File: config.mk
export PLATFORM = sky130hd
export DESIGN_NAME = udiv_stage
export DESIGN_NICKNAME = d
export VERILOG_FILES = /design/src/sv/udiv_pkg.sv /design/src/sv/udiv_stage.sv
export SDC_FILE = /design/constraint.sdc
export NUM_CORES = 1
export LEC_CHECK = 0
export CORE_AREA = 2 2 150 152
export CTS_BUF_LIST = sky130_fd_sc_hd__clkbuf_16
export DETAILED_ROUTE_END_ITERATION = 8
export DIE_AREA = 0 0 152 154
export DONT_BUFFER_PORTS = 1
export MAX_ROUTING_LAYER = met4
export PLACE_DENSITY = 0.74
export SLEW_MARGIN = 20
export SYNTH_ARGS = -nofsm -noshare
export SYNTH_HDL_FRONTEND = slang
export SYNTH_SLANG_ARGS = --single-unit
export TNS_END_PERCENT = 20
File: constraint.sdc
create_clock -name i_clk -period 4.85 [get_ports i_clk]
set_clock_uncertainty 0.05 [all_clocks]
set_input_delay 1.455 -clock i_clk [delete_from_list [all_inputs] [get_ports i_clk]]
set_output_delay 1.455 -clock i_clk [all_outputs]
set_load 0.01 [all_outputs]
File: src/sv/udiv_pkg.sv
// shared constants for the unsigned restoring divider
package udiv_pkg;

    // operand and quotient field width on the stream ports
    localparam int FIELD_W      = 64;
    // default datapath width, legal range 8 to 64
    localparam int DATA_WIDTH_DEF = 64;
    // input tdata carries dividend then divisor
    localparam int IN_TDATA_W   = 2 * FIELD_W;
    // output tdata carries the quotient
    localparam int OUT_TDATA_W  = FIELD_W;
    // output tuser carries the divide-by-zero flag
    localparam int OUT_TUSER_W  = 1;

endpackage

File: src/sv/udiv_stage.sv
// one restoring division step with its pipeline register
module udiv_stage #(
    parameter int DATA_WIDTH = udiv_pkg::DATA_WIDTH_DEF
) (
    input  logic                  i_clk,
    input  logic                  i_rst_n,
    input  logic                  i_en,
    input  logic                  i_valid,
    input  logic [DATA_WIDTH-1:0] i_rem,
    input  logic [DATA_WIDTH-1:0] i_nq,
    input  logic [DATA_WIDTH-1:0] i_den,
    input  logic                  i_dz,
    output logic                  o_valid,
    output logic [DATA_WIDTH-1:0] o_rem,
    output logic [DATA_WIDTH-1:0] o_nq,
    output logic [DATA_WIDTH-1:0] o_den,
    output logic                  o_dz
);

    logic                  r_valid;
    logic [DATA_WIDTH-1:0] r_rem;
    logic [DATA_WIDTH-1:0] r_nq;
    logic [DATA_WIDTH-1:0] r_den;
    logic                  r_dz;

    logic [DATA_WIDTH:0]   shifted;
    logic [DATA_WIDTH:0]   diff;
    logic                  take;
    logic [DATA_WIDTH-1:0] n_rem;
    logic [DATA_WIDTH-1:0] n_nq;

    // remainder shifted left with the next dividend bit, one bit wider
    always_comb begin
        shifted = {i_rem, i_nq[DATA_WIDTH-1]};
        diff    = shifted - {1'b0, i_den};
        take    = ~diff[DATA_WIDTH];
        n_rem   = take ? diff[DATA_WIDTH-1:0] : shifted[DATA_WIDTH-1:0];
        // dividend bits leave at the top, quotient bits enter at the bottom
        n_nq    = {i_nq[DATA_WIDTH-2:0], take};
    end

    always_ff @(posedge i_clk) begin
        if (!i_rst_n) begin
            r_valid <= 1'b0;
        end else if (i_en) begin
            r_valid <= i_valid;
        end
    end

    always_ff @(posedge i_clk) begin
        if (i_en) begin
            r_rem <= n_rem;
            r_nq  <= n_nq;
            r_den <= i_den;
            r_dz  <= i_dz;
        end
    end

    assign o_valid = r_valid;
    assign o_rem   = r_rem;
    assign o_nq    = r_nq;
    assign o_den   = r_den;
    assign o_dz    = r_dz;

endmodule

# Word level (Yosys, flattened, before mapping)
# Index checks and enable logic that the tools add are counted.
# classes
add_sub_neg	1
multipliers	0
n_div	0
order_cmp	0
n_eq_ne	0
n_shift	0
muxes	1
n_bitwise	1
n_reduce_logical	0
# op_table
operator	count
$sub 65x64->65	1
$mux 64	1
$not 1->1	1
# word_totals
register_bits	194
latch_bits	0
mem_bits_rw	0
romBits	0
inputBits	197
out_inout_bits	194
wordCells	8
memories	0

# Logic depth before layout (Yosys ltp)
# depth
ltp_word	2
ltp_mapped	14
ltp_nobuf	13

# Least setup slack after synthesis
# OpenSTA, ideal clock, no wires.
# synth_path
path_type	input to register
startpoint	input port i_den[27]
endpoint	register r_rem[53] (netlist: o_rem[53]), data pin
setup_time_ns	0.262
arrival_time_ns	4.277
required_ns	4.538
path_slack_ns	0.261
path_stages	14
path_buffers	2
path_cell_list	inv_1 -> ha_1 -> buf_2 -> nand4_1 -> or4_1 -> or3_1 -> o32a_1 -> a21oi_2 -> o21ai_1 -> and2_4 -> o211a_4 -> inv_6 -> buf_6 -> mux2_1
# synth_via
elab_chain_cells	2
# synth_rtl
item	line_no	source
start: declaration	udiv_stage.sv:11	input logic [DATA_WIDTH-1:0] i_den,
$sub 65x64->65	udiv_stage.sv:35	diff = shifted - {1'b0, i_den};
$mux 64	udiv_stage.sv:37	n_rem = take ? diff[DATA_WIDTH-1:0] : shifted[DATA_WIDTH-1:0];
named net n_rem[53]	udiv_stage.sv:29	logic [DATA_WIDTH-1:0] n_rem;
end signal: assignment	udiv_stage.sv:52	r_rem <= n_rem;
end: declaration	udiv_stage.sv:21	logic [DATA_WIDTH-1:0] r_rem;
# The timed path passes the listed nets, and every way through them passes these cells.
# A chain may end at the register's enable or synchronous reset.

# Worst setup path in the final report
# layout_path
startpoint	input port i_den[24]
endpoint	register r_rem[43] (netlist: o_rem[43]), data pin
# The elaborated chain is that of the path after synthesis.

==> results by group <==
Outcome
  • Run status: completed

Clock tree
  • # H-tree levels: 4
  • Total of cells resized after clock tree synthesis: 0
  • TritonCTS clock tree: yes
  • Maximum buffer depth of the clock tree: 2
  • CTS clk-pin slew, worst paths: 80 ps
  • CTS Sinks: 194
  • Buffer type at the clock tree root: clkbuf_16
  • Number of setup buffers added after CTS: 0
  • Total of hold buffers inserted after clock tree synthesis: 0
  • Clock Latency Late Sink: 430 ps
  • Clock buffers created by TritonCTS: 17

Power and ir drop
  • Power density over the cells: 379.2 nW/µm²
  • Switching power total: 1.324 mW
  • VDD IR-drop max: 0.2234 mV
  • Switching fraction of total power: 29.27%
  • Comb pwr share: 17.7%
  • Sequential share of power: 50.4%
  • Clock share of power: 31.9%
  • Internal Power: 3.200 mW
  • Power, Total: 4.524 mW
  • Leakage power figure: 4.739 nW

STA
  • Slew headroom: 46.53%
  • Minimum hold slack: 534.3 ps
  • Final period utilization: 90.43%
  • Final critical delay including setup and external delays: 4386 ps
  • Final slew viol count: 0
  • Least-Margin Pin Slew: 794.8 ps
  • Unrepaired setup endpoints after global routing: no
  • Final setup viols: 0
  • Post-Route Setup TNS: 0 ps
  • Max Freq: 0.2280 GHz
  • Count of endpoints failing hold in the final timing report: 0
  • Final setup slack of the worst path: 464.0 ps

Placed design
  • Number of placed instances with taps included: 1,208
  • Weighted congestion reported at the end of routability-driven placement: 0.9276
  • DP Wirelength: 21,190 µm
  • Setup WS pre-CTS: 14.80 ps
  • Count of buffers from port buffering: 0

Yosys
  • Largest family of logic cells by synthesized area: compound AO/OA/AOI/OAI gates
  • Number of instances in the synthesized netlist: 935
  • Synth async-reset ratio: 0%
  • Share of synthesized cell area in full adder, half adder and majority cells: 7.519%
  • Count of state elements after synthesis: 194
  • Main flop type after synthesis: edfxtp_1
  • Net Count, Synth: 1,197
  • Complex-gate fraction of the synthesized area: 14.50%
  • Syn Area/Cell: 11.67 µm²
  • Distinct cells, synth: 75
  • Number of synthesized flops with an enable pin: 193
  • Yosys top cell by area: edfxtp_1
  • Post-Synth XOR/XNOR Area: 4.574%
  • Multiplexer share of the synthesized area: 6.591%
  • Area fraction of the dominant cell type after synthesis: 53.09%
  • Leading post-synthesis cells by cell area: edfxtp_1, ha_1, mux2_1, a21oi_1, inv_1
  • Simple-Gate Fraction of Synth Area: 8.964%
  • Total standard cell area after synthesis: 10,920 µm²
  • Fraction of the yosys area taken by sequential cells: 53.28%
  • Yosys warning total: 0

Global route
  • Met2 Resource Use GR: 38.10%
  • Fraction of met1 tracks used by global routing: 27.01%
  • Overall fraction of global-route tracks in use: 23.35%
  • Antenna violations before repair: 0
  • Met3 Usage GRT: 7.807%
  • Most congested layer reported by global routing: met2
  • Gr ovfl total: 0
  • Wire length of the first global-routing pass: 41,520 µm
  • Via count of the first global-routing pass: 7,353
  • Largest net degree at the start of global routing: 195

Finish
  • Signed area change from the synthesized netlist to the final layout: 9.296%
  • Antenna cells: 0
  • Number of nets in the final layout: 1,209
  • Post-layout instance count excluding filler cells: 1,240
  • Most common cell after layout, fill and taps aside: edfxtp_1
  • Highest-count cells in the layout ignoring fill and taps: edfxtp_1, inv_1, a21oi_1
  • Fraction of final layout cells with drive strength greater than 1: 7.500%

Detailed routing
  • Post-DR wirelength/cell: 22.08 µm
  • Vias per cell: 5.910
  • Total detailed-routing wirelength: 27,380 µm
  • Detailed router's first-iteration violation count: 467
  • Total number of vias: 7,329
  • Remaining number of nets flagged by the antenna check after routing: 0
  • Detailed-routing iteration count for the pre-antenna-repair pass: 5
  • Number of DRC violations after detailed routing: 0

Floorplan
  • Num ports: 391
  • Width of the die: 152 µm
  • Area of the die: 23,410 µm²
  • Core area: 21,690 µm²
  • Initial core utilization: 50.33%
  • Floorplan row count: 54
  • DIE HEIGHT: 154 µm

Worst setup path
  • Setup crit end kind: flop
  • Critical Path Start Type: primary input
  • Critical path launch point: i_den[24]
  • Worst reg2reg startpoint: o_valid
  • Endpoint arrival time on the critical path: 4510 ps
  • Maximum fanout along the worst path: 28
  • Required time of the critical path: 4970 ps
  • CP Class: in -> reg

Min path
  • Hold/Removal Path Class: reg -> reg
  • Start point of the worst min-delay path: o_valid

Flow run
  • Max_cap viols: 0
==> power groups by stage <==
| stage | sequential, mW | clock, mW | combinational [mW] |
|---|---|---|---|
| after detailed placement | 2.32 | 0 | 0.793 |
| after CTS | 2.29 | 1.48 | 0.798 |
| after floorplan | 2.26 | 0 | 0.619 |
| final | 2.28 | 1.44 | 0.801 |
| after global placement | 2.32 | 0 | 0.778 |
| after global routing | 2.29 | 1.54 | 0.890 |
==> per-layer routing <==
| layer | routed length (µm) | share of wire, % |
|---|---|---|
| met3 | 2396 | 8.8 |
| met1 | 10830 | 40 |
| met2 | 13380 | 49 |
| met4 | 767 | 2.8 |
| met5 | 0 | 0 |
==> layout make-up <==
| cell class | instances | area (µm²) |
|---|---|---|
| multi-input combinational | 622 | 4601 |
| sequential | 194 | 5816 |
| tap | 280 | 350.3 |
| inverter | 86 | 327.8 |
| clock buffer | 17 | 425.4 |
| timing repair buffer | 26 | 220.2 |
| clock inverter | 15 | 190.2 |
| fill | 1849 | 9758 |
==> registers in the layout (all words and copies together) (netlist names) <==
register  flops
o_rem        64
o_dz          1
o_den        64
o_nq         64
o_valid       1
==> cells in the mapped netlist (all sizes together) (10+ instances only) <==
master / number
a21o: 32
a21oi: 78
clkbuf: 24
edfxtp: 193
ha: 64
inv: 86
mux2: 57
nand2: 62
nand3: 10
nand4: 21
nor2: 40
nor2b: 11
o21ai: 38
o21bai: 15
xnor2: 34
xor2: 23
==> through the flow <==
step | utilization, % | cell area [µm²]
floorplan | - | 10920
global placement | 52.17 | 11310
detailed placement | 52.17 | 11310
CTS | 55.01 | 11930
global route | 55.01 | 11930
finish | 55.01 | 11930
==> worst paths after layout <==
kind | slack, ps | cells past startpoint | to
max | 460 | 14 | o_rem[43]
min reg2reg | 530 | 2 | o_valid
min | 530 | 2 | o_valid
max reg2reg | 4140 | 2 | o_valid
==> worst max-delay path: stages <==
cell and delay, ps:
inv_1 20, ha_1 340, nand4_1 150, or4_1 580, buf_4 160, a21o_1 160
and4_1 230, a21oi_2 180, o21ai_1 120, and2_4 200, o211a_4 270, inv_6 70
buf_12 210, mux2_1 350
==> kinds of logic after synthesis <==
group / after synthesis
flops: 194
buf+inv: 119
compound gates: 240
simple gates: 196
mux: 64
fa+ha+maj: 65
xor+xnor: 57
No activity file was read; power rests on OpenSTA's default activity.
